<file path="src/rtl/tse_pkg.sv">
package tse_pkg;

  // parser phases
  localparam logic [3:0] PH_HEADER   = 4'd0;
  localparam logic [3:0] PH_RANDOM   = 4'd1;
  localparam logic [3:0] PH_SID_LEN  = 4'd2;
  localparam logic [3:0] PH_SKIP_SID = 4'd3;
  localparam logic [3:0] PH_CS_HI    = 4'd4;
  localparam logic [3:0] PH_CS_LO    = 4'd5;
  localparam logic [3:0] PH_SKIP_CS  = 4'd6;
  localparam logic [3:0] PH_CM_LEN   = 4'd7;
  localparam logic [3:0] PH_SKIP_CM  = 4'd8;
  localparam logic [3:0] PH_EXTS_HI  = 4'd9;
  localparam logic [3:0] PH_EXTS_LO  = 4'd10;
  localparam logic [3:0] PH_EXT_HDR  = 4'd11;
  localparam logic [3:0] PH_SNI_HDR  = 4'd12;
  localparam logic [3:0] PH_NAME     = 4'd13;
  localparam logic [3:0] PH_SKIP_EXT = 4'd14;
  localparam logic [3:0] PH_DONE     = 4'd15;

  // internal packet outcome
  localparam logic [2:0] OC_PENDING   = 3'd0;
  localparam logic [2:0] OC_NOT_CH    = 3'd1;
  localparam logic [2:0] OC_FOUND     = 3'd2;
  localparam logic [2:0] OC_NOT_FOUND = 3'd3;
  localparam logic [2:0] OC_LONG      = 3'd5;

  // reported status
  localparam logic [2:0] ST_NOT_CH     = 3'd0;
  localparam logic [2:0] ST_FOUND      = 3'd1;
  localparam logic [2:0] ST_NOT_FOUND  = 3'd2;
  localparam logic [2:0] ST_TRUNCATED  = 3'd3;
  localparam logic [2:0] ST_TOO_LONG   = 3'd4;

  localparam logic KIND_NAME   = 1'b0;
  localparam logic KIND_STATUS = 1'b1;

  // header bytes and their positions
  localparam logic [7:0] REC_HANDSHAKE = 8'h16;
  localparam logic [7:0] VER_MAJOR     = 8'h03;
  localparam logic [7:0] VER_MINOR     = 8'h03;
  localparam logic [7:0] HS_CLIENT_HELLO = 8'h01;
  localparam logic [7:0] LEN_TOP_ZERO  = 8'h00;
  localparam logic [7:0] NAME_TYPE_HOST = 8'h00;

  localparam int HP_TYPE     = 0;
  localparam int HP_VER_MAJ  = 1;
  localparam int HP_RLEN_HI  = 3;
  localparam int HP_RLEN_LO  = 4;
  localparam int HP_HS_TYPE  = 5;
  localparam int HP_HLEN_TOP = 6;
  localparam int HP_HLEN_HI  = 7;
  localparam int HP_HLEN_LO  = 8;
  localparam int HP_CV_MAJ   = 9;
  localparam int HP_CV_MIN   = 10;

  localparam int RANDOM_END  = 43;
  localparam int HDR_BYTES   = 11;
  localparam logic [15:0] RANDOM_SKIP = 16'(RANDOM_END - HDR_BYTES);
  localparam logic [15:0] HS_HDR_LEN  = 16'd4;

  typedef struct packed {
    logic       kind;
    logic [7:0] name_byte;
    logic [2:0] status;
    logic       run_last;
  } res_t;

  typedef struct packed {
    logic name_vld;
    logic stat_vld;
    res_t name_res;
    res_t stat_res;
  } push_t;

endpackage

</file>
<file path="src/rtl/tse_in_if.sv">
interface tse_in_if;
  logic       valid;
  logic       ready;
  logic [7:0] payload_byte;
  logic       last_byte;

  modport source (output valid, payload_byte, last_byte, input ready);
  modport sink (input valid, payload_byte, last_byte, output ready);
endinterface

</file>
<file path="src/rtl/tse_out_if.sv">
interface tse_out_if;
  logic       valid;
  logic       ready;
  logic       kind;
  logic [7:0] name_byte;
  logic [2:0] status;
  logic       run_last;

  modport source (output valid, kind, name_byte, status, run_last, input ready);
  modport sink (input valid, kind, name_byte, status, run_last, output ready);
endinterface

</file>
<file path="src/rtl/tse_parser.sv">
module tse_parser #(
  parameter int MAX_NAME      = 255,
  parameter int POSITION_BITS = 16
) (
  input  logic          clk,
  input  logic          rst,
  input  logic          step,
  input  logic [7:0]    b,
  input  logic          last,
  output tse_pkg::push_t push
);
  import tse_pkg::*;

  localparam int PB = POSITION_BITS;
  localparam int EW = ((PB > 16) ? PB : 16) + 1;
  localparam int NW = $clog2(MAX_NAME + 1);

  logic [PB-1:0] pos, pos_next;
  logic [3:0]    phase, phase_next;
  logic [15:0]   rec_len, rec_len_next;
  logic [15:0]   hs_len, hs_len_next;
  logic [15:0]   cnt, cnt_next;
  logic [EW-1:0] exts_end, exts_end_next;
  logic [15:0]   ext_type, ext_type_next;
  logic [EW-1:0] ext_end, ext_end_next;
  logic [15:0]   name_rem, name_rem_next;
  logic [NW-1:0] name_cnt, name_cnt_next;
  logic [2:0]    outcome, outcome_next;

  logic [EW-1:0] qn;
  logic [EW-1:0] ext_end_sum;
  logic [15:0]   cnt_dec;
  logic [15:0]   rem_dec;
  logic          have_name;
  logic [2:0]    st;

  assign qn          = EW'(pos) + EW'(1);
  assign ext_end_sum = qn + EW'({ext_end[15:8], b});
  assign cnt_dec     = (cnt != 16'd0) ? cnt - 16'd1 : cnt;
  assign rem_dec     = (name_rem != 16'd0) ? name_rem - 16'd1 : name_rem;

  always_comb begin
    pos_next      = pos;
    phase_next    = phase;
    rec_len_next  = rec_len;
    hs_len_next   = hs_len;
    cnt_next      = cnt;
    exts_end_next = exts_end;
    ext_type_next = ext_type;
    ext_end_next  = ext_end;
    name_rem_next = name_rem;
    name_cnt_next = name_cnt;
    outcome_next  = outcome;
    have_name     = 1'b0;
    st            = ST_NOT_FOUND;

    case (phase)
      PH_HEADER: begin
        if (pos == PB'(HP_TYPE)) begin
          if (b != REC_HANDSHAKE) begin
            phase_next = PH_DONE; outcome_next = OC_NOT_CH;
          end
        end else if (pos == PB'(HP_VER_MAJ)) begin
          if (b != VER_MAJOR) begin
            phase_next = PH_DONE; outcome_next = OC_NOT_CH;
          end
        end else if (pos == PB'(HP_RLEN_HI)) begin
          rec_len_next = {b, 8'h00};
        end else if (pos == PB'(HP_RLEN_LO)) begin
          rec_len_next = {rec_len[15:8], b};
        end else if (pos == PB'(HP_HS_TYPE)) begin
          if (b != HS_CLIENT_HELLO) begin
            phase_next = PH_DONE; outcome_next = OC_NOT_CH;
          end
        end else if (pos == PB'(HP_HLEN_TOP)) begin
          if (b != LEN_TOP_ZERO) begin
            phase_next = PH_DONE; outcome_next = OC_NOT_CH;
          end
        end else if (pos == PB'(HP_HLEN_HI)) begin
          hs_len_next = {b, 8'h00};
        end else if (pos == PB'(HP_HLEN_LO)) begin
          hs_len_next = {hs_len[15:8], b};
          // record length must equal the handshake length plus its header, compared without wrap
          if ({1'b0, rec_len} != {1'b0, hs_len[15:8], b} + {1'b0, HS_HDR_LEN}) begin
            phase_next = PH_DONE; outcome_next = OC_NOT_CH;
          end
        end else if (pos == PB'(HP_CV_MAJ)) begin
          if (b != VER_MAJOR) begin
            phase_next = PH_DONE; outcome_next = OC_NOT_FOUND;
          end
        end else if (pos == PB'(HP_CV_MIN)) begin
          if (b != VER_MINOR) begin
            phase_next = PH_DONE; outcome_next = OC_NOT_FOUND;
          end else begin
            cnt_next   = RANDOM_SKIP;
            phase_next = PH_RANDOM;
          end
        end
      end
      PH_RANDOM, PH_SKIP_SID, PH_SKIP_CS, PH_SKIP_CM: begin
        cnt_next = cnt_dec;
        if (cnt_dec == 16'd0) begin
          case (phase)
            PH_RANDOM:   phase_next = PH_SID_LEN;
            PH_SKIP_SID: phase_next = PH_CS_HI;
            PH_SKIP_CS:  phase_next = PH_CM_LEN;
            default:     phase_next = PH_EXTS_HI;
          endcase
        end
      end
      PH_SID_LEN: begin
        cnt_next   = {8'h00, b};
        phase_next = (b != 8'h00) ? PH_SKIP_SID : PH_CS_HI;
      end
      PH_CS_HI: begin
        cnt_next   = {b, 8'h00};
        phase_next = PH_CS_LO;
      end
      PH_CS_LO: begin
        cnt_next   = {cnt[15:8], b};
        phase_next = ({cnt[15:8], b} != 16'd0) ? PH_SKIP_CS : PH_CM_LEN;
      end
      PH_CM_LEN: begin
        cnt_next   = {8'h00, b};
        phase_next = (b != 8'h00) ? PH_SKIP_CM : PH_EXTS_HI;
      end
      PH_EXTS_HI: begin
        cnt_next   = {b, 8'h00};
        phase_next = PH_EXTS_LO;
      end
      PH_EXTS_LO: begin
        exts_end_next = qn + EW'({cnt[15:8], b});
        if (qn >= qn + EW'({cnt[15:8], b})) begin
          phase_next = PH_DONE; outcome_next = OC_NOT_FOUND;
        end else begin
          phase_next = PH_EXT_HDR; cnt_next = 16'd0;
        end
      end
      PH_EXT_HDR: begin
        case (cnt)
          16'd0: begin ext_type_next = {b, 8'h00}; cnt_next = 16'd1; end
          16'd1: begin ext_type_next = {ext_type[15:8], b}; cnt_next = 16'd2; end
          16'd2: begin ext_end_next = EW'({b, 8'h00}); cnt_next = 16'd3; end
          default: begin
            ext_end_next = ext_end_sum;
            if (ext_type == 16'd0) begin
              phase_next = PH_SNI_HDR; cnt_next = 16'd0;
            end else if (ext_end_sum <= qn) begin
              // empty extension: next header starts right here
              if (qn >= exts_end) begin
                phase_next = PH_DONE; outcome_next = OC_NOT_FOUND;
              end else begin
                phase_next = PH_EXT_HDR; cnt_next = 16'd0;
              end
            end else begin
              phase_next = PH_SKIP_EXT;
            end
          end
        endcase
      end
      PH_SNI_HDR: begin
        case (cnt)
          16'd0, 16'd1: cnt_next = cnt + 16'd1;
          16'd2: begin
            if (b != NAME_TYPE_HOST) begin
              phase_next = PH_DONE; outcome_next = OC_NOT_FOUND;
            end else begin
              cnt_next = 16'd3;
            end
          end
          16'd3: begin name_rem_next = {b, 8'h00}; cnt_next = 16'd4; end
          default: begin
            name_rem_next = {name_rem[15:8], b};
            name_cnt_next = '0;
            if ({name_rem[15:8], b} == 16'd0) begin
              phase_next = PH_DONE; outcome_next = OC_FOUND;
            end else begin
              phase_next = PH_NAME;
            end
          end
        endcase
      end
      PH_NAME: begin
        if (name_cnt < NW'(MAX_NAME)) begin
          have_name     = 1'b1;
          name_cnt_next = name_cnt + NW'(1);
        end else begin
          outcome_next = OC_LONG;
        end
        name_rem_next = rem_dec;
        if (rem_dec == 16'd0) begin
          phase_next = PH_DONE;
          outcome_next = (outcome_next == OC_LONG) ? OC_LONG : OC_FOUND;
        end
      end
      PH_SKIP_EXT: begin
        if (qn >= ext_end) begin
          if (qn >= exts_end) begin
            phase_next = PH_DONE; outcome_next = OC_NOT_FOUND;
          end else begin
            phase_next = PH_EXT_HDR; cnt_next = 16'd0;
          end
        end
      end
      default: ;
    endcase

    // status reported on the final byte
    if (phase_next == PH_DONE) begin
      if (outcome_next == OC_NOT_CH) begin
        st = ST_NOT_CH;
      end else if (outcome_next == OC_FOUND || outcome_next == OC_LONG) begin
        if (exts_end_next > qn) st = ST_NOT_FOUND;
        else if (outcome_next == OC_LONG) st = ST_TOO_LONG;
        else st = ST_FOUND;
      end else begin
        st = ST_NOT_FOUND;
      end
    end else if (phase_next == PH_HEADER) begin
      st = ST_NOT_CH;
    end else if (phase_next == PH_NAME) begin
      st = ST_TRUNCATED;
    end else begin
      st = ST_NOT_FOUND;
    end

    if (!last) begin
      if (pos != '1) begin
        pos_next = pos + PB'(1);
      end else if (phase_next != PH_DONE) begin
        // counter full: give up on a parse still running
        phase_next = PH_DONE; outcome_next = OC_NOT_FOUND;
      end
    end
  end

  always_comb begin
    push.name_vld           = step && have_name;
    push.stat_vld           = step && last;
    push.name_res.kind      = KIND_NAME;
    push.name_res.name_byte = b;
    push.name_res.status    = ST_NOT_CH;
    push.name_res.run_last  = !last;
    push.stat_res.kind      = KIND_STATUS;
    push.stat_res.name_byte = 8'h00;
    push.stat_res.status    = st;
    push.stat_res.run_last  = 1'b1;
  end

  always_ff @(posedge clk) begin
    if (rst || (step && last)) begin
      pos      <= '0;
      phase    <= PH_HEADER;
      rec_len  <= '0;
      hs_len   <= '0;
      cnt      <= '0;
      exts_end <= '0;
      ext_type <= '0;
      ext_end  <= '0;
      name_rem <= '0;
      name_cnt <= '0;
      outcome  <= OC_PENDING;
    end else if (step) begin
      pos      <= pos_next;
      phase    <= phase_next;
      rec_len  <= rec_len_next;
      hs_len   <= hs_len_next;
      cnt      <= cnt_next;
      exts_end <= exts_end_next;
      ext_type <= ext_type_next;
      ext_end  <= ext_end_next;
      name_rem <= name_rem_next;
      name_cnt <= name_cnt_next;
      outcome  <= outcome_next;
    end
  end

  a_done_has_outcome: assert property (@(posedge clk) disable iff (rst)
    phase == PH_DONE |-> outcome != OC_PENDING)
    else $error("parser finished without an outcome");

  a_name_only_in_name_phase: assert property (@(posedge clk) disable iff (rst)
    push.name_vld |-> phase == PH_NAME && name_cnt < NW'(MAX_NAME))
    else $error("name byte sent outside the name");

  a_reset_after_last: assert property (@(posedge clk) disable iff (rst)
    step && last |=> pos == '0 && phase == PH_HEADER)
    else $error("parser not cleared after final byte");

endmodule

</file>
<file path="src/rtl/tse_result_fifo.sv">
module tse_result_fifo (
  input  logic           clk,
  input  logic           rst,
  input  tse_pkg::push_t push,
  output logic           room,
  tse_out_if.source      res
);
  import tse_pkg::*;

  localparam int DEPTH = 4;
  localparam int AW    = $clog2(DEPTH);

  res_t          mem [DEPTH];
  logic [AW-1:0] wp, rp;
  logic [AW:0]   count;
  logic          pop;
  logic [AW:0]   n_push;
  res_t          head;

  assign pop    = res.valid && res.ready;
  assign n_push = (AW+1)'(push.name_vld) + (AW+1)'(push.stat_vld);
  // two free slots so one input item can always land
  assign room   = count <= (AW+1)'(DEPTH - 2);
  assign head   = mem[rp];

  assign res.valid     = count != '0;
  assign res.kind      = head.kind;
  assign res.name_byte = head.name_byte;
  assign res.status    = head.status;
  assign res.run_last  = head.run_last;

  always_ff @(posedge clk) begin
    if (push.name_vld) mem[wp] <= push.name_res;
    if (push.stat_vld) mem[wp + AW'(push.name_vld)] <= push.stat_res;
  end

  always_ff @(posedge clk) begin
    if (rst) begin
      wp    <= '0;
      rp    <= '0;
      count <= '0;
    end else begin
      wp    <= wp + n_push[AW-1:0];
      if (pop) rp <= rp + AW'(1);
      count <= count + n_push - (AW+1)'(pop);
    end
  end

  a_no_overflow: assert property (@(posedge clk) disable iff (rst)
    count + n_push <= (AW+1)'(DEPTH))
    else $error("result queue overflow");

  a_push_needs_room: assert property (@(posedge clk) disable iff (rst)
    n_push != '0 |-> room)
    else $error("item taken without queue room");

  a_pop_only_count: assert property (@(posedge clk) disable iff (rst)
    pop && n_push == '0 |=> count == $past(count) - (AW+1)'(1))
    else $error("queue count out of step");

endmodule

</file>
<file path="src/rtl/tls_sni_extractor.sv">
// TLS client hello server-name extractor. Feed one TCP payload byte per item with last_byte
// set on the final byte; the block returns up to MAX_NAME host name bytes as kind 0
// items while they stream past, and one kind 1 status item after the final byte (name bytes
// count only when that status is found). It takes one byte every cycle while the result
// queue has room: a byte goes through an input register, the combinational parse logic and
// a four-entry result queue. A final byte that also carries a name byte gives two results,
// and the input holds off only while the result queue lacks room for two.
module tls_sni_extractor #(
  parameter int MAX_NAME      = 255,
  parameter int POSITION_BITS = 16
) (
  input  logic      clk,
  input  logic      rst,
  tse_in_if.sink    pkt,
  tse_out_if.source res
);
  import tse_pkg::*;

  logic       vld_q;
  logic [7:0] byte_q;
  logic       last_q;
  logic       room;
  logic       adv;
  push_t      push;

  assign adv       = vld_q && room;
  assign pkt.ready = !vld_q || adv;

  always_ff @(posedge clk) begin
    if (rst) begin
      vld_q <= 1'b0;
    end else if (pkt.valid && pkt.ready) begin
      vld_q <= 1'b1;
    end else if (adv) begin
      vld_q <= 1'b0;
    end
  end

  always_ff @(posedge clk) begin
    if (pkt.valid && pkt.ready) begin
      byte_q <= pkt.payload_byte;
      last_q <= pkt.last_byte;
    end
  end

  tse_parser #(
    .MAX_NAME      (MAX_NAME),
    .POSITION_BITS (POSITION_BITS)
  ) u_parser (
    .clk  (clk),
    .rst  (rst),
    .step (adv),
    .b    (byte_q),
    .last (last_q),
    .push (push)
  );

  tse_result_fifo u_fifo (
    .clk  (clk),
    .rst  (rst),
    .push (push),
    .room (room),
    .res  (res)
  );

endmodule
</file>
<file path="src/flat_wrapper.sv">
// flat-port wrapper written by rule: the top's interface ports become plain ports
module tls_sni_extractor_flat import tse_pkg::*;
#(
  parameter int MAX_NAME      = 255,
  parameter int POSITION_BITS = 16
)
  (clk, rst, pkt_valid, pkt_payload_byte, pkt_last_byte, pkt_ready, res_valid, res_kind, res_name_byte, res_status, res_run_last, res_ready);
  tse_in_if pkt_i ();
  tse_out_if res_i ();
  input  logic clk;
  input  logic rst;
  input wire logic [$bits(pkt_i.valid)-1:0] pkt_valid;
  input wire logic [$bits(pkt_i.payload_byte)-1:0] pkt_payload_byte;
  input wire logic [$bits(pkt_i.last_byte)-1:0] pkt_last_byte;
  output wire logic [$bits(pkt_i.ready)-1:0] pkt_ready;
  output wire logic [$bits(res_i.valid)-1:0] res_valid;
  output wire logic [$bits(res_i.kind)-1:0] res_kind;
  output wire logic [$bits(res_i.name_byte)-1:0] res_name_byte;
  output wire logic [$bits(res_i.status)-1:0] res_status;
  output wire logic [$bits(res_i.run_last)-1:0] res_run_last;
  input wire logic [$bits(res_i.ready)-1:0] res_ready;
  assign pkt_i.valid = pkt_valid;
  assign pkt_i.payload_byte = pkt_payload_byte;
  assign pkt_i.last_byte = pkt_last_byte;
  assign pkt_ready = pkt_i.ready;
  assign res_valid = res_i.valid;
  assign res_kind = res_i.kind;
  assign res_name_byte = res_i.name_byte;
  assign res_status = res_i.status;
  assign res_run_last = res_i.run_last;
  assign res_i.ready = res_ready;
  tls_sni_extractor #(.MAX_NAME(MAX_NAME), .POSITION_BITS(POSITION_BITS)) u_core (.clk(clk), .rst(rst), .pkt(pkt_i), .res(res_i));
endmodule
</file>
<file path="config.mk">
export PLATFORM = sky130hd
export DESIGN_NAME = tls_sni_extractor_flat
export DESIGN_NICKNAME = d
export VERILOG_FILES = /design/src/rtl/tse_pkg.sv /design/src/rtl/tse_in_if.sv /design/src/rtl/tse_out_if.sv /design/src/rtl/tse_parser.sv /design/src/rtl/tse_result_fifo.sv /design/src/rtl/tls_sni_extractor.sv /design/src/flat_wrapper.sv
export SDC_FILE = /design/constraint.sdc
export NUM_CORES = 1
export LEC_CHECK = 0
export ABC_CLOCK_PERIOD_IN_PS = 5900
export BUFFER_PORTS_ARGS = -buffer_cell sky130_fd_sc_hd__buf_2
export CELL_PAD_IN_SITES_DETAIL_PLACEMENT = 1
export CELL_PAD_IN_SITES_GLOBAL_PLACEMENT = 2
export CORE_MARGIN = 2
export CORE_UTILIZATION = 35
export CTS_CLUSTER_SIZE = 24
export DETAILED_ROUTE_END_ITERATION = 7
export PLACE_DENSITY = 0.82
export SYNTH_ARGS = -nofsm -noshare
export SYNTH_HDL_FRONTEND = slang
export SYNTH_SLANG_ARGS = --single-unit
</file>
<file path="constraint.sdc">
create_clock -name clk -period 5.9 [get_ports clk]
set_input_delay 0.59 -clock clk [delete_from_list [all_inputs] [get_ports clk]]
set_output_delay 0.59 -clock clk [all_outputs]
set_load 0.1 [all_outputs]
</file>
# After elaboration in Yosys (flattened, before gate mapping)
# Memories as Yosys holds them, arrays and structs flattened. A register that Yosys moved wholly into a read port is not among the register bits.
# Cells that the tools add are included.
[totals]
mem_count = 1
ff_bits = 154
romBits = 0
out_inout_bits = 15
mem_bits_rw = 52
inputBits = 13
latch_bits = 0
[mem_list]
columns = ["memory", "words", "width", "rd", "rd_clocked_by_memory_dff", "wr", "line", "source"]
rows = [
  ["u_core.u_fifo.mem", 4, 13, 1, 1, 2, "tse_result_fifo.sv:13", "res_t mem [DEPTH];"],
]
[classes]
addsub = 15
n_reduce_logical = 48
magnitude_cmp = 7
shifts = 0
multipliers = 0
bitwise_logic = 10
n_div = 0
n_eq_ne = 58
muxes = 118
[op_table]
columns = ["op", "n"]
rows = [
  ["$mux W16", 21],
  ["$pmux W16 S9", 1],
  ["$mux W3", 41],
  ["$logic_not A16 Y1", 6],
  ["$pmux W16 S2", 3],
  ["$pmux W16 S3", 2],
  ["$mux W4", 23],
  ["$eq A16 B3 Y1 const B", 4],
  ["$ge A17 B17 Y1", 3],
  ["$eq A16 B2 Y1 const B", 3],
  ["$eq A16 B4 Y1 const B", 3],
  ["$pmux W4 S12", 1],
  ["$reduce_bool A16 Y1", 3],
  ["$eq A4 B4 Y1 const B", 9],
  ["$add A17 B16 Y17", 2],
  ["$ne A2 B2 Y1 const B", 17],
  ["$pmux W17 S2", 1],
  ["$add A16 B1 Y16 const B", 2],
  ["$eq A16 B1 Y1 const B", 2],
  ["$mux W8", 4],
  ["$sub A16 B1 Y16 const B", 2],
  ["$reduce_and A19 Y1", 1],
  ["$pmux W3 S6", 1],
  ["$reduce_and A18 Y1", 1],
  ["other kinds (50)", 100],
]

# Logic depth before layout (Yosys ltp)
# Gate-level depths: netlist (run 1).
[depth]
word_depth = 19
mapped_depth = 30
depth_no_buf = 29

# Hierarchy
# Synthesis (run 1) repeated with hierarchy kept, for this count alone.
[hier_totals]
cells_unflattened = 1941
hier_area_um2 = 16285.6
[modules_own_cells]
columns = ["mod", "instances", "area_per_inst_um2", "cells_per_inst", "seq_area_each_um2"]
rows = [
  ["tse_parser", 1, 12954.9, 1746, 2742.6],
  ["tse_result_fifo", 1, 2997.9, 180, 1741.7],
  ["tls_sni_extractor", 1, 332.8, 15, 290.3],
]

# Worst setup path after synthesis (run 1)
# OpenSTA, ideal clock, no wires.
[synth_path]
path_kind = "register to register"
startpoint = "reg u_core.u_parser.pos[0]"
endpoint = "reg u_core.u_parser.cnt[7]"
t_required_ns = 5.772
arrival_ns = 5.513
path_stages_with_launch = 25
slack_ns = 0.260
setup_time_ns = 0.128
path_cell_list = "dfxtp_1 ha_1 nand3_1 nor2_1 nand2_1 or3_1 xor2_1 inv_1 ha_1 a2111oi_0 o21ai_0 nand2_1 o21bai_1 a21oi_1 xor2_1 ha_1 a211oi_1 o21ai_0 o31a_1 mux2_2 a2111oi_2 nand3_1 or3_1 a22oi_1 nor2_1"
[synth_via]
elab_chain_cells = 7
[synth_rtl]
columns = ["element", "line", "source"]
rows = [
  ["start: declaration", "tse_parser.sv:18", "logic [PB-1:0] pos, pos_next;"],
  ["start signal: assignment", "tse_parser.sv:264", "pos <= pos_next;"],
  ["$add A16 B1 Y17 *", "tse_parser.sv:37", "assign qn = EW'(pos) + EW'(1);"],
  ["named net u_core.u_parser.qn[10]", "tse_parser.sv:30", "logic [EW-1:0] qn;"],
  ["parallel branches: the longest is 6 deep, another holds $add A17 B16 Y17", "-", ""],
  ["end signal: assignment", "tse_parser.sv:268", "cnt <= cnt_next;"],
  ["end: declaration", "tse_parser.sv:22", "logic [15:0] cnt, cnt_next;"],
]
# Mark *: on every way through the listed nets, which the timed path passes. The select of a mux whose other input is x is not followed.
# A chain may end at the register's enable or synchronous reset.

# Final worst setup path (run 1)
# Same ends and word-level chain as after synthesis.

==> metrics, run 1 <==
Max Slew Vio Count 0; post-DR vias/cell approximately 5.8; most common cell in the netlist nand2_1; final core utilization about two fifths; final worst path period need approximately 5.7 ns; CP arrival 6.09 ns; crit-path max cell delay 0.46 ns; asr flop ratio synth 0%; H-tree levels 1; Yosys Warn Count 0; final WL 56.7 mm; Die ar. between 40000 and 50000 um2; clk_lat worst skew between 0.5 and 0.6 ns; row count between 70 and 80; Distinct cells, synth 80; met3 GRT Util between 2 and 3%; Initial Util 35.4%; syn_area_per_cell approximately 7.7 um2; Clock Pin Slew Worst Setup and Hold Paths about 0.060 ns; Hold Violations, Final 0; WS Path Type reg -> reg; antenna viol nets, final 0; layout cell share with drive strength beyond 1 12.5%; Reg area about 4400 um2; Slew @ Worst Pin about 1.1 ns; Worst Skew roughly 0.013 ns; most instantiated cells after synthesis 247 x nand2_1, 228 x nor2_1, 187 x dfxtp_1; HPWL Detailed 41.6 mm; worst ir drop on vdd between 0.2 and 0.25 mV; filler cell count 5250; worst slack, placed -0.109 ns; FF-to-FF setup slack about 0.24 ns; Num CTS Buffers 27; via count ~15000; CTS tree done; Worst Hold Class in -> reg; Root Buffer clkbuf_16; first-iteration detailed-routing DRC count 950; GPL Wtd Cong between 0.9 and 1; DRC 0; fin nets 2159; Antenna diodes 0; grt met2 use between 40% and 50%; area grow syn2layout 15.2%; drt wl/cell between 20 and 25 um; Post-synth EDFFs 21; vias in the first global route approximately 15000; CP most frequent cell ha_1; initial antenna violation count 0; max frequency between 150 and 200 MHz; Crit Path Max Fanout 4; CTS Hold Bufs 0; Final Power 4.52 mW; syn_nets roughly 2100; fin crit share a little over nine tenths; Synth Cell Area around 15000 um2; CP Buf/Inv Count 2; die width 213 um; met1 Track Usage GR between 30 and 40%; setup violators final 0; crit end category flop; core footprint around 43000 um2; Yosys reg bits ~210; status finished, final reports clean; top cell family by delay on the critical path simple AND/OR/NAND/NOR gates; slowest stage cell, crit path a2111oi_4; GRT Residual Overflow 0; Leakage Power approximately 6.8 nW; Max Root-Sink Buffers 3; GR peak layer met2; relative max-transition margin between 20% and 30%; GRT Util Overall about a quarter; Seq/Total Area, Yosys 28.6%; power density cells approximately 260 nW/um2; first-pass GRT wire length a little under 90 mm; IO buf count 27; worst hold slack between 0.15 and 0.2 ns; gate count of the mapped netlist approximately 2000; largest net degree at the start of global routing 86; Primary FF master, synth dfxtp_1; area of the multi-input gates a little over 10000 um2; IO Pins 28; # Max-Cap Violations 0; Worst Setup Start Kind flop; CTS Sinks roughly 210; final setup margin between 0.2 and 0.25 ns; Chip Height around 210 um; drt first pass iters 5; largest area contributor in the netlist dfxtp_1; top cell type's share of synthesized area between 20 and 25%; Critical Path RT around 6.3 ns; ranking of synthesized cells by area dfxtp_1 25%, ha_1 11%, nand2_1 6.1%
## logic make-up (layout without fill, tap and decap cells)
| group | count (synthesis) | in the layout | synth area share (%) |
|---|---|---|---|
| DFF | 208 | 208 | 28.6 |
| buffers and inverters | 206 | 264 | 5.09 |
| adders and majority gates | 132 | 132 | 10.9 |
| xor gates and xnor gates | 89 | 89 | 5.20 |
| muxes | 46 | 46 | 4.09 |
| AOI/OAI and AO/OA | 487 | 487 | 20.6 |
| and+or+nand+nor | 809 | 809 | 25.5 |
## routing by layer
metal / wire [um] / vias up
met2: 26000 / 314
met5: 0 / -
li1: - / 7173
met4: 1750 / 0
met1: 26500 / 7539
met3: 2480 / 108
## report_power, final
| part | internal, mW | switching (mW) |
|---|---|---|
| clock network | 1.01 | 0.683 |
| registers | 1.48 | 0.0988 |
| logic | 0.415 | 0.834 |
## area by class of cell
class | count | share of cell area (%)
clock buffers | 43 | 4.70
clock inverters | 7 | 0.470
inverters | 99 | 2.11
multi-input cells | 1563 | 59.1
flip-flops and latches | 208 | 24.9
well taps | 585 | 4.16
repair buffers | 115 | 4.55
## final timing paths
| path | end | cells past startpoint | from |
|---|---|---|---|
| worst max-delay path | u_core.u_parser.cnt[7]$_SDFFE_PP0P_ | 25 | u_core.u_parser.pos[0]$_SDFFE_PP0P_ |
| worst min-delay path | u_core.last_q$_DFFE_PP_ | 1 | pkt_last_byte |
| worst max register to register | u_core.u_parser.cnt[7]$_SDFFE_PP0P_ | 25 | u_core.u_parser.pos[0]$_SDFFE_PP0P_ |
| worst min register to register | u_core.u_fifo.mem[3][12]$_SDFFE_PP1P_ | 2 | u_core.u_fifo.mem[3][12]$_SDFFE_PP1P_ |
## stage by stage
| stage | cells | setup TNS [ns] | cell area (um2) |
|---|---|---|---|
| CTS | 2611 | 0 | 17300 |
| global placement | 2561 | 0 | 16300 |
| finish | 2620 | 0 | 17600 |
| detailed placement | 2561 | -0.415 | 16300 |
| global route | 2620 | -0.350 | 17600 |
| floorplan | 1977 | 0 | 15300 |
## what timing repair did
action,4_1_cts,5_1_grt
pin swaps,0,16
gates resized for setup,2,57
buffers inserted,0,9
setup endpoints to repair,10,33
## cells in the final DEF, fill, tap and decap left out, types with 28 or more instances in the layout
cell type    n
a21oi_1    161
o21ai_0     88
clkbuf_16   28
xnor2_1     44
nand4_1     32
nand3_1     66
a22oi_1     34
nor2_1     224
nand2_1    246
nor3_1      47
xor2_1      38
nor4_1      30
ha_1       127
buf_4       87
inv_1       96
dfxtp_1    187
mux2i_1     30
## registers in the layout, summed over array words and instances (netlist names), 16 cells and up, named ones only
name                      count
u_core.u_parser.exts_end     17
u_core.u_parser.ext_type     16
u_core.u_parser.pos          16
u_core.u_parser.name_rem     16
u_core.u_parser.ext_end      17
u_core.u_fifo.mem            52
u_core.u_parser.cnt          16
u_core.u_parser.rec_len      16
(Power assumes the default switching activity.)
==> run 2: changes to the inputs <==
CORE_MARGIN = default   (was 2)
PLACE_DENSITY = default   (was 0.82)
PLACE_DENSITY_LB_ADDON = 0.1   (was default)
==> metrics, run 2 (synthesized netlist as in run 1, its figures left out) <==
Hold Crit Depth 1 (unchanged); max frequency 177 MHz (about the same); IO buf count 27 (unchanged); crit-path max cell delay 0.35 ns (was 0.46 ns); # placed instances 2572 (was 2561); GPL Wtd Cong 0.930 (was 0.910); slowest stage cell, crit path ha_1 (was a2111oi_4); Root Buffer clkbuf_16 (unchanged); CTS Sinks 208 (unchanged); Critical Path RT 6.22 ns (was 6.33 ns); final setup margin 0.241 ns (about the same); RR Startpoint u_core.u_parser.pos[0]$_SDFFE_PP0P_ (unchanged); Initial Util 35.4% (unchanged); H-tree levels 1 (unchanged); final worst path period need 5.66 ns (about the same); Crit Path Max Fanout 8 (was 4); drt first pass iters 5 (unchanged); IO Pins 28 (unchanged); Hold Violations, Final 0 (unchanged); drt wl/cell 22.2 um (was 21.6 um); relative max-transition margin 20.3% (was 27.4%); fin nets 2165 (was 2159); setup violators final 0 (unchanged); Largest Register u_core.u_fifo.mem (unchanged); Worst Setup Start Kind flop (unchanged); largest net degree at the start of global routing 66 (was 86); filler cell count 5284 (was 5250); Finished Layout Cells 2626 (was 2620); critical path depth 25 (unchanged); Max Slew Vio Count 0 (unchanged); area grow syn2layout 14.9% (was 15.2%); commonest non-fill, non-tap cell in the layout nand2_1 (unchanged); FF-to-FF setup slack 0.24 ns (about the same); number of flip-flops in the largest register 52 (unchanged); power density cells 258 nW/um2 (was 257 nW/um2); CTS Hold Bufs 0 (unchanged); initial antenna violation count 0 (unchanged); RR Endpoint u_core.u_fifo.mem[0][2]$_DFFE_PP_ (was u_core.u_parser.cnt[7]$_SDFFE_PP0P_); Num CTS Buffers 27 (unchanged); fin crit share 95.9% (about the same); worst ir drop on vdd 0.201 mV (was 0.209 mV); worst slack, placed -0.183 ns (was -0.109 ns); GRT Residual Overflow 0 (unchanged); antenna viol nets, final 0 (unchanged); row count 76 (unchanged); WS Path Type reg -> reg (unchanged); Clock Pin Slew Worst Setup and Hold Paths 0.06 ns (about the same); clk_lat worst skew 0.57 ns (about the same); cells on worst reg2reg path 25 (unchanged); core footprint 43100 um2 (unchanged); CP arrival 5.97 ns (was 6.09 ns); Antenna diodes 0 (unchanged); # Max-Cap Violations 0 (unchanged); Slew @ Worst Pin 1.19 ns (was 1.09 ns); Die ar. 44500 um2 (was 45300 um2); commonest cells after routing, fill and taps aside 247 x nand2_1, 225 x nor2_1, 187 x dfxtp_1 (was 246 x nand2_1, 224 x nor2_1, 187 x dfxtp_1); Max Root-Sink Buffers 3 (unchanged); post-DR vias/cell 5.71 (was 5.78); setup TNS 0 ns (unchanged); status finished, final reports clean (unchanged); top flop regs u_core.u_fifo.mem x52, u_core.u_parser.ext_end x17, u_core.u_parser.exts_end x17 (unchanged); top cell family by delay on the critical path compound AO/OA/AOI/OAI gates (was simple AND/OR/NAND/NOR gates); CTS tree done (unchanged); Worst Hold Class in -> reg (unchanged); layout cell share with drive strength beyond 1 12.2% (was 12.5%); first-iteration detailed-routing DRC count 747 (was 950); Worst Skew 0.0166 ns (was 0.0128 ns); GRT Util Overall 26.1% (was 24.7%); Chip Height 211 um (was 213 um); DRC 0 (unchanged); Leakage Power 6.83 nW (about the same); worst hold slack 0.193 ns (was 0.191 ns); HPWL Detailed 43.9 mm (was 41.6 mm); crit path from u_core.u_parser.pos[0]$_SDFFE_PP0P_ (unchanged); crit end category flop (unchanged); Setup crit end u_core.u_fifo.mem[0][2]$_DFFE_PP_ (was u_core.u_parser.cnt[7]$_SDFFE_PP0P_); first-pass GRT wire length 90.0 mm (was 87.9 mm); vias in the first global route 15200 (was 15300); CP Buf/Inv Count 5 (was 2); die width 211 um (was 213 um); via count 15000 (was 15100); final WL 58.3 mm (was 56.7 mm)
-- run 2: changes by cell type in the layout (fill, tap and decap cells not counted), moves of 2 or more --
cell / before / now
clkbuf_1: 8 / 5
xor2_2: 4 / 1
clkinv_4: 0 / 2
buf_4: 87 / 94
nand3_1: 66 / 68
nand3_2: 3 / 1
a211oi_1: 27 / 29
xor2_1: 38 / 40
clkinv_1: 0 / 3
a211oi_2: 9 / 7
clkbuf_8: 7 / 5
-- run 2: cell type report --
cell class	instances	area, um2	share of cell area (%)
clock buffer	38	788	4.49
sequential	208	4370	24.9
inverter	99	372	2.12
clock inverter	12	109	0.620
multi-input combinational	1563	10300	58.9
timing repair buffer	121	841	4.79
tap	585	732	4.17
-- run 2: routing by layer --
layer  vias up  global-route usage, %  routed length (um)
met3        86                   2.20                1600
li1       7205                      -                   -
met5         -                      0                   0
met1      7505                   33.9               26800
met4         0                   8.70                1760
met2       201                   45.2               28100
-- run 2: worst reg2reg max path, delay by kind of cell, from the launching register on --
kind	cells	cell delay, ns
DFF	1	0.34
and+or+nand+nor	6	1.23
adders and majority gates	3	0.97
AOI/OAI and AO/OA	9	1.66
buffers and inverters	5	0.76
xor gates and xnor gates	1	0.24
muxes	1	0.21
-- run 2: worst min path at each step --
stage	from	to	slack [ns]
after floorplan	u_core.u_fifo.mem[2][12]$_SDFFE_PP1P_	u_core.u_fifo.mem[2][12]$_SDFFE_PP1P_	0.42
final	pkt_payload_byte[5]	u_core.byte_q[5]$_DFFE_PP_	0.19
after CTS	pkt_payload_byte[5]	u_core.byte_q[5]$_DFFE_PP_	0.16
after global placement	u_core.u_fifo.mem[0][12]$_SDFFE_PP1P_	u_core.u_fifo.mem[0][12]$_SDFFE_PP1P_	0.43
after detailed placement	u_core.u_fifo.mem[3][12]$_SDFFE_PP1P_	u_core.u_fifo.mem[3][12]$_SDFFE_PP1P_	0.43
after global routing	pkt_payload_byte[5]	u_core.byte_q[5]$_DFFE_PP_	0.17
-- run 2: power breakdown --
part	internal [mW]	total, mW	switching, mW	leakage [nW]
registers	1.48	1.57	0.0858	1.70
logic	0.421	1.30	0.875	4.70
clock network	0.979	1.67	0.692	0.436
total	2.88	4.53	1.65	6.83
-- run 2: metrics by stage --
stage	power, mW	area, um2	util [%]
finish	4.53	17500	40.7
global route	4.74	17500	40.7
detailed placement	2.87	16400	38.1
CTS	4.57	17300	40.3
floorplan	2.45	15300	-
global placement	2.84	16400	38.1
-- run 2: repair_timing --
item,CTS,global route
pin swaps,0,15
endpoints found under the setup margin,23,32
resized for setup,5,40
setup buffers,0,4
